**src/sv/gnpe_pkg.sv**
```systemverilog
// package: shared constants, types and the divider step for the gradient noise core
package gnpe_pkg;

  localparam int GRAD_DEPTH    = 1024;
  localparam int COORD_BITS    = 12;
  localparam int GRADIENT_BITS = 8;

  localparam int GRAD_AW     = $clog2(GRAD_DEPTH);
  localparam int FRAC_BITS   = 16;
  localparam int QUO_BITS    = COORD_BITS + FRAC_BITS;
  localparam int CELL_BITS   = 9;
  localparam int STRIDE_BITS = 11;
  localparam int OUT_BITS    = 26;
  localparam int INDEX_BITS  = 10;
  localparam int CFG_IDX_BITS  = 8;
  localparam int CFG_DATA_BITS = 16;

  // offsets are signed Q.16 values in [-65535, 65536]
  localparam int OFF_W  = FRAC_BITS + 2;
  localparam int PROD_W = OFF_W + GRADIENT_BITS;
  localparam int DOT_W  = PROD_W + 1;
  localparam int DIF_W  = DOT_W + 1;
  localparam int MUL0_W = DIF_W + FRAC_BITS + 1;
  localparam int LERP_W = DOT_W + 2;
  localparam int DL_W   = LERP_W + 1;
  localparam int MUL1_W = DL_W + FRAC_BITS + 1;

  localparam logic [CELL_BITS-1:0]   CELL_SIZE_RESET  = CELL_BITS'(16);
  localparam logic [STRIDE_BITS-1:0] ROW_STRIDE_RESET = STRIDE_BITS'(34);

  // configuration register indexes
  localparam logic [CFG_IDX_BITS-1:0] CFG_CELL_SIZE  = CFG_IDX_BITS'(0);
  localparam logic [CFG_IDX_BITS-1:0] CFG_ROW_STRIDE = CFG_IDX_BITS'(1);

  typedef enum logic {
    ACT_LOAD = 1'b0,
    ACT_EVAL = 1'b1
  } action_t;

  // load fields that ride alongside the division
  typedef struct packed {
    action_t                         action;
    logic [INDEX_BITS-1:0]           gidx;
    logic signed [GRADIENT_BITS-1:0] gx;
    logic signed [GRADIENT_BITS-1:0] gy;
  } side_t;

  // one lane of the restoring divider: partial remainder and dividend/quotient shifter
  typedef struct packed {
    logic [CELL_BITS-1:0] rem;
    logic [QUO_BITS-1:0]  qd;
  } div_lane_t;

  // one restoring division step, one quotient bit shifted in at the bottom
  function automatic div_lane_t div_step(input div_lane_t a, input logic [CELL_BITS-1:0] s);
    logic [CELL_BITS:0] trial;
    div_lane_t          r;
    trial = {a.rem, a.qd[QUO_BITS-1]};
    r.qd  = {a.qd[QUO_BITS-2:0], 1'b0};
    if (trial >= {1'b0, s}) begin
      r.rem   = CELL_BITS'(trial - {1'b0, s});
      r.qd[0] = 1'b1;
    end else begin
      r.rem = trial[CELL_BITS-1:0];
    end
    return r;
  endfunction

endpackage

```
**src/sv/gnpe_div_pipe.sv**
```systemverilog
// pipelined restoring divider: (coord << 16) / cell size for x and y, one bit per stage
module gnpe_div_pipe
  import gnpe_pkg::*;
(
  input  logic                  clk,
  input  logic                  rst,
  input  logic                  en,
  input  logic                  in_vld,
  input  side_t                 in_side,
  input  logic [COORD_BITS-1:0] in_x,
  input  logic [COORD_BITS-1:0] in_y,
  input  logic [CELL_BITS-1:0]  divisor,
  output logic                  out_vld,
  output side_t                 out_side,
  output logic [COORD_BITS-1:0] cx,
  output logic [COORD_BITS-1:0] cy,
  output logic [FRAC_BITS-1:0]  u,
  output logic [FRAC_BITS-1:0]  v
);

  logic      vld [QUO_BITS];
  side_t     sd  [QUO_BITS];
  div_lane_t xl  [QUO_BITS];
  div_lane_t yl  [QUO_BITS];
  div_lane_t x0;
  div_lane_t y0;

  // first lane word: zero remainder, coordinate followed by fraction zeros
  always_comb begin
    x0.rem = '0;
    x0.qd  = {in_x, {FRAC_BITS{1'b0}}};
    y0.rem = '0;
    y0.qd  = {in_y, {FRAC_BITS{1'b0}}};
  end

  // valid bits per stage
  always_ff @(posedge clk) begin
    if (rst) begin
      for (int k = 0; k < QUO_BITS; k++) vld[k] <= 1'b0;
    end else if (en) begin
      vld[0] <= in_vld;
      for (int k = 1; k < QUO_BITS; k++) vld[k] <= vld[k-1];
    end
  end

  // division stages
  always_ff @(posedge clk) begin
    if (en) begin
      sd[0] <= in_side;
      xl[0] <= div_step(x0, divisor);
      yl[0] <= div_step(y0, divisor);
      for (int k = 1; k < QUO_BITS; k++) begin
        sd[k] <= sd[k-1];
        xl[k] <= div_step(xl[k-1], divisor);
        yl[k] <= div_step(yl[k-1], divisor);
      end
    end
  end

  assign out_vld  = vld[QUO_BITS-1];
  assign out_side = sd[QUO_BITS-1];
  assign cx       = xl[QUO_BITS-1].qd[QUO_BITS-1:FRAC_BITS];
  assign cy       = yl[QUO_BITS-1].qd[QUO_BITS-1:FRAC_BITS];
  assign u        = xl[QUO_BITS-1].qd[FRAC_BITS-1:0];
  assign v        = yl[QUO_BITS-1].qd[FRAC_BITS-1:0];

endmodule
```
**config.mk**
```make
export PLATFORM = sky130hd
export DESIGN_NAME = gnpe_div_pipe
export DESIGN_NICKNAME = d
export VERILOG_FILES = /design/src/sv/gnpe_pkg.sv /design/src/sv/gnpe_div_pipe.sv
export SDC_FILE = /design/constraint.sdc
export NUM_CORES = 2
export LEC_CHECK = 0
export BUFFER_PORTS_ARGS = -buffer_cell sky130_fd_sc_hd__buf_2
export CAP_MARGIN = 10
export CORE_MARGIN = 2
export CORE_UTILIZATION = 63
export DETAILED_ROUTE_END_ITERATION = 8
export PLACE_DENSITY = 0.76
export SYNTH_ARGS = -nofsm -noshare
export SYNTH_HDL_FRONTEND = slang
export SYNTH_SLANG_ARGS = --single-unit
```
**constraint.sdc**
```tcl
create_clock -name clk -period 5.35 [get_ports clk]
set_clock_uncertainty 0.15 [all_clocks]
set_input_delay 0.2675 -clock clk [delete_from_list [all_inputs] [get_ports clk]]
set_output_delay 0.2675 -clock clk [all_outputs]
set_load 0.05 [all_outputs]
```
* After elaboration in Yosys (flattened, before gate mapping)
Memory sizes are Yosys's and may differ from the RTL's.
Index checks and enable logic that the tools add are counted.
** Cells by class
- Order comparisons :: 56
- Add/sub/neg operators :: 56
- Muxes and demuxes :: 258
- Bitwise gates (word level) :: 28
** Operator list (number)
- $mux 9 :: 112
- $ge 10x9->1 :: 54
- $sub 9x9->9 :: 54
- $mux 1 :: 146
- $or 1x1->1 :: 28
- $ge 1x9->1 :: 2
- $sub 1x9->9 :: 2
** Word-level totals
- Bits of input ports :: 64
- Memories kept :: 4
- Memory bits (writable) :: 2856
- Bits in registers :: 0
** Memory list
- xl :: depth 28, bits a word 37, read ports 28, clocked after Yosys merged registers in 0, wr ports 28, RTL line gnpe_div_pipe.sv:23 : div_lane_t xl [QUO_BITS];
- yl :: depth 28, bits a word 37, read ports 28, clocked after Yosys merged registers in 0, wr ports 28, RTL line gnpe_div_pipe.sv:24 : div_lane_t yl [QUO_BITS];
- sd :: depth 28, bits a word 27, read ports 28, clocked after Yosys merged registers in 0, wr ports 28, RTL line gnpe_div_pipe.sv:22 : side_t sd [QUO_BITS];
- vld :: depth 28, bits a word 1, read ports 28, clocked after Yosys merged registers in 0, wr ports 28, RTL line gnpe_div_pipe.sv:21 : logic vld [QUO_BITS];

* Depth between registers and ports, before layout
- Depth after elaboration :: 4
- Gate-level depth with buffers :: 11
- Depth with buffers taken out :: 10

* Worst setup path after synthesis
No wires, ideal clock.
- Kind :: input port to flip-flop
- From :: input port divisor[1]
- To :: memory xl[0][177] (netlist bit), data pin
- Setup time :: 0.260 ns
- Stages :: 8
- Data required time :: 4.940 ns
- Buffers on the path :: 0
- Arrival time :: 4.176 ns
- Path slack :: 0.764 ns
- Cell sequence :: inv_1 ha_1 a21o_1 a21o_1 a221oi_2 o21ai_1 a211oi_4 mux2_2
** RTL lines
- start, declared :: RTL line gnpe_div_pipe.sv:12 : input logic [CELL_BITS-1:0] divisor,
- end, declared :: RTL line gnpe_div_pipe.sv:23

==> metrics.yaml <==
setup_path:
  critical_path_arrival_ns: 3.66
  crit_path_end_kind: "flip-flop"
  cp_max_fo: 25
  worst_setup_path_start_kind: "primary input"
  timing_worst_setup_path_type: "primary input to flip-flop"
  worst_ep_required_time_ns: 5.75
timing:
  fin_hold_ws_ns: 0.0636
  report.final.hold_viol_count: 0
  fmax_mhz: 306
  final.setup.worst_slack_ns: 2.08
  timing_max_transition_violations_final: 0
  timing.setup.tns_ns: 0
  timing.final.crit_period_ns: 3.27
  timing.final.setup_violations: 0
  final.period_utilization: 0.611
  worstMarginPinSlew_ns: 1.13
  grt_setup_unrepaired: "false"
  maxSlewHeadroom: 0.243
clock_tree:
  worstSkewPairLatency_ns: 0.86
  cts_tree: "yes"
  cts_max_path_buffers: 3
  cts_repair_resize_count: 0
  clock_tree.root_cell: "sky130_fd_sc_hd__clkbuf_16"
  cts_sinks: 2214
  cts.repair_timing.setup_buffer_count: 0
  clkSlewWorstSetupHoldPaths_ns: 0.07
  h_tree_depth: 4
  cts_inserted_buffers: 209
floorplanning:
  rows: 141
  die-width_um: 389
  core_region_area_um2: 147000
  dieHeight_um: 389
  pin_count: 148
  floorplan.initialDensity: 0.633
  die_area_um2: 151000
pwr:
  powerDensity_nw_per_um2: 542
  vdd_drop_max_uv: 349
  p_leak_nw: 37.8
place:
  post-dp-hpwl_mm: 89.5
  buffer_ports.inserted: 147
  dpl_worst_slack_ns: 1.53
  gp_routability_congestion: 0.857
detailed_routing:
  wire_per_inst_um: 19.7
  drtAntennaViolNets: 0
  drt_first_pass_iters: 9
  first_iter_violations: 3965
  drc: 0
  drt-vias-per-instance: 5.86
  wirelength_mm: 161
  num_vias: 48000
synthesis:
  area_of_the_mapped_netlist_um2: 93200
  avgSynthCellArea_um2: 16.3
  synth_seq_cells: 2214
  synth_net_count: 6321
  netlist_instances: 5717
  async_reset_ff_frac: 0
  netlist-cell-type-count: 67
  synth_top_flop_cell: "sky130_fd_sc_hd__edfxtp_1"
  ys_seq_area_frac: 0.713
  yosysWarnings: 0
  synth-edff-count: 2214
global_route:
  grt_first_pass_wirelength_mm: 257
  grt_usage: 0.214
  grt_start_max_net_pins: 173
  first_global_vias: 48500
  grt_antenna_before_repair: 0
  grt-ovfl-total: 0
run:
  cap_viol_max_count: 0
layout:
  final_layout_size_suffix_gt1_frac: 0.136
  syn_to_final_growth_pct: 11.7
  num_antenna_cells: 0
  design.final.nets: 6697
run_status:
  run_status: "completed"
worst_hold_path:
  hold_path.class: "primary input to flip-flop"
cells by family (layout without fill, tap and decap cells):
kind of cell | after synthesis | count (layout) | synth area share
AOI/OAI and AO/OA | 922 | 922 | 0.0650
xor gates and xnor gates | 285 | 285 | 0.0268
adders and majority gates | 540 | 540 | 0.0767
buffers and inverters | 328 | 883 | 0.0171
DFF | 2214 | 2214 | 0.713
muxes | 378 | 378 | 0.0450
and+or+nand+nor | 1050 | 1050 | 0.0563
worst paths after layout:
check	start	endpoint	slack, ns	cells after the start
worst max-delay path	divisor[5]	yl[1][221]$_DFFE_PP_	2.08	10
worst min-delay path	in_side[25]	sd[0][25]$_DFFE_PP_	0.06	2
worst max register to register	xl[0][212]$_DFFE_PP_	xl[0][257]$_DFFE_PP_	2.13	10
worst min register to register	yl[0][569]$_DFFE_PP_	yl[1][15]$_DFFE_PP_	0.24	0
state kept, by name (all words and copies together) (netlist names):
register	count
sd	756
vld	28
xl	715
yl	715
final cells by class:
type                            instances  area, um^2
Timing Repair Buffer                  298        2400
Sequential cell                      2214       66500
Clock inverter                        141        1510
Multi-Input combinational cell       3175       25100
Clock buffer                          249        5420
Fill cell                            9006       43200
Tap cell                             1930        2410
Inverter                              195         737
placed cells by master, fill, tap and decap left out, types with 186 or more instances in the layout:
cell type	synthesis	routed
sky130_fd_sc_hd__a21oi_1	224	224
sky130_fd_sc_hd__clkbuf_16	0	211
sky130_fd_sc_hd__edfxtp_1	2214	2214
sky130_fd_sc_hd__ha_1	488	488
sky130_fd_sc_hd__inv_1	195	186
sky130_fd_sc_hd__mux2_2	325	325
sky130_fd_sc_hd__nor2_1	350	350
sky130_fd_sc_hd__o21ai_0	231	231
sky130_fd_sc_hd__xnor2_1	246	246
cell usage after synthesis (7+ instances only):
master,number,share of area
sky130_fd_sc_hd__nand3_1,107,0.0057
sky130_fd_sc_hd__fa_1,52,0.011
sky130_fd_sc_hd__edfxtp_1,2214,0.71
sky130_fd_sc_hd__a2111o_1,19,0.0023
sky130_fd_sc_hd__nor3_1,68,0.0037
sky130_fd_sc_hd__clkbuf_1,8,0.00032
sky130_fd_sc_hd__o21ai_1,12,0.00064
sky130_fd_sc_hd__o41ai_1,18,0.0017
sky130_fd_sc_hd__o21bai_1,24,0.0019
sky130_fd_sc_hd__ha_1,488,0.066
sky130_fd_sc_hd__o21ai_0,231,0.012
sky130_fd_sc_hd__o32a_1,17,0.0018
sky130_fd_sc_hd__or2_2,7,0.00047
sky130_fd_sc_hd__a211oi_1,27,0.0022
sky130_fd_sc_hd__nand2_1,145,0.0058
sky130_fd_sc_hd__o22ai_1,33,0.0022
sky130_fd_sc_hd__and2_1,42,0.0028
sky130_fd_sc_hd__nor4_1,34,0.0023
sky130_fd_sc_hd__a31oi_1,38,0.0026
sky130_fd_sc_hd__a22o_1,22,0.0021
sky130_fd_sc_hd__a21o_1,64,0.0052
sky130_fd_sc_hd__and2b_1,8,0.00064
sky130_fd_sc_hd__o31a_1,29,0.0027
sky130_fd_sc_hd__and3_1,54,0.0036
sky130_fd_sc_hd__and4_1,19,0.0018
sky130_fd_sc_hd__mux2i_1,53,0.0057
sky130_fd_sc_hd__mux2_2,325,0.039
sky130_fd_sc_hd__inv_1,195,0.0079
sky130_fd_sc_hd__buf_2,41,0.0022
sky130_fd_sc_hd__nand2b_1,57,0.0038
sky130_fd_sc_hd__a21oi_1,224,0.012
sky130_fd_sc_hd__xor2_1,39,0.0037
sky130_fd_sc_hd__or3_1,35,0.0023
sky130_fd_sc_hd__o21a_1,96,0.0077
sky130_fd_sc_hd__nand4b_1,18,0.0017
sky130_fd_sc_hd__nor2b_1,84,0.0056
sky130_fd_sc_hd__a21boi_0,8,0.00064
sky130_fd_sc_hd__o211ai_1,8,0.00064
sky130_fd_sc_hd__buf_4,83,0.0067
sky130_fd_sc_hd__xnor2_1,246,0.023
sky130_fd_sc_hd__nor2_1,350,0.014
power by group:
part	switching [mW]	internal, mW
registers	1.40	23.3
clock network	6.47	8.32
logic	8.82	8.15
critical path, cell delays in order:
cell	delay (ns)
sky130_fd_sc_hd__dlygate4sd3_1	0.53
sky130_fd_sc_hd__buf_2	0.14
sky130_fd_sc_hd__inv_2	0.40
sky130_fd_sc_hd__buf_4	0.58
sky130_fd_sc_hd__ha_1	0.32
sky130_fd_sc_hd__nand3_1	0.08
sky130_fd_sc_hd__or2_2	0.29
sky130_fd_sc_hd__and3_1	0.17
sky130_fd_sc_hd__a22o_1	0.37
sky130_fd_sc_hd__a2111o_1	0.47
timing repair:
action | CTS | global route
setup endpoints to repair | 0 | 0
endpoints found under the hold margin | 181 | 0
hold buffers | 106 | 0
metrics by stage:
step	std cells	instance area, um^2	util	total power [mW]
6_report	8202	104000	0.707	56.5
3_3_place_gp	7706	96100	0.652	40.7
5_1_grt	8202	104000	0.707	59.5
3_5_place_dp	7706	96100	0.652	41.3
2_1_floorplan	5717	93200	-	37.9
4_1_cts	8202	104000	0.707	56.7
metal layers:
layer / track usage / wire length (um)
met4: 0.0718 / 4750
met3: 0.0343 / 7550
met5: 0 / 0
met1: 0.282 / 67400
met2: 0.367 / 81600
(Power assumes the default switching activity.)
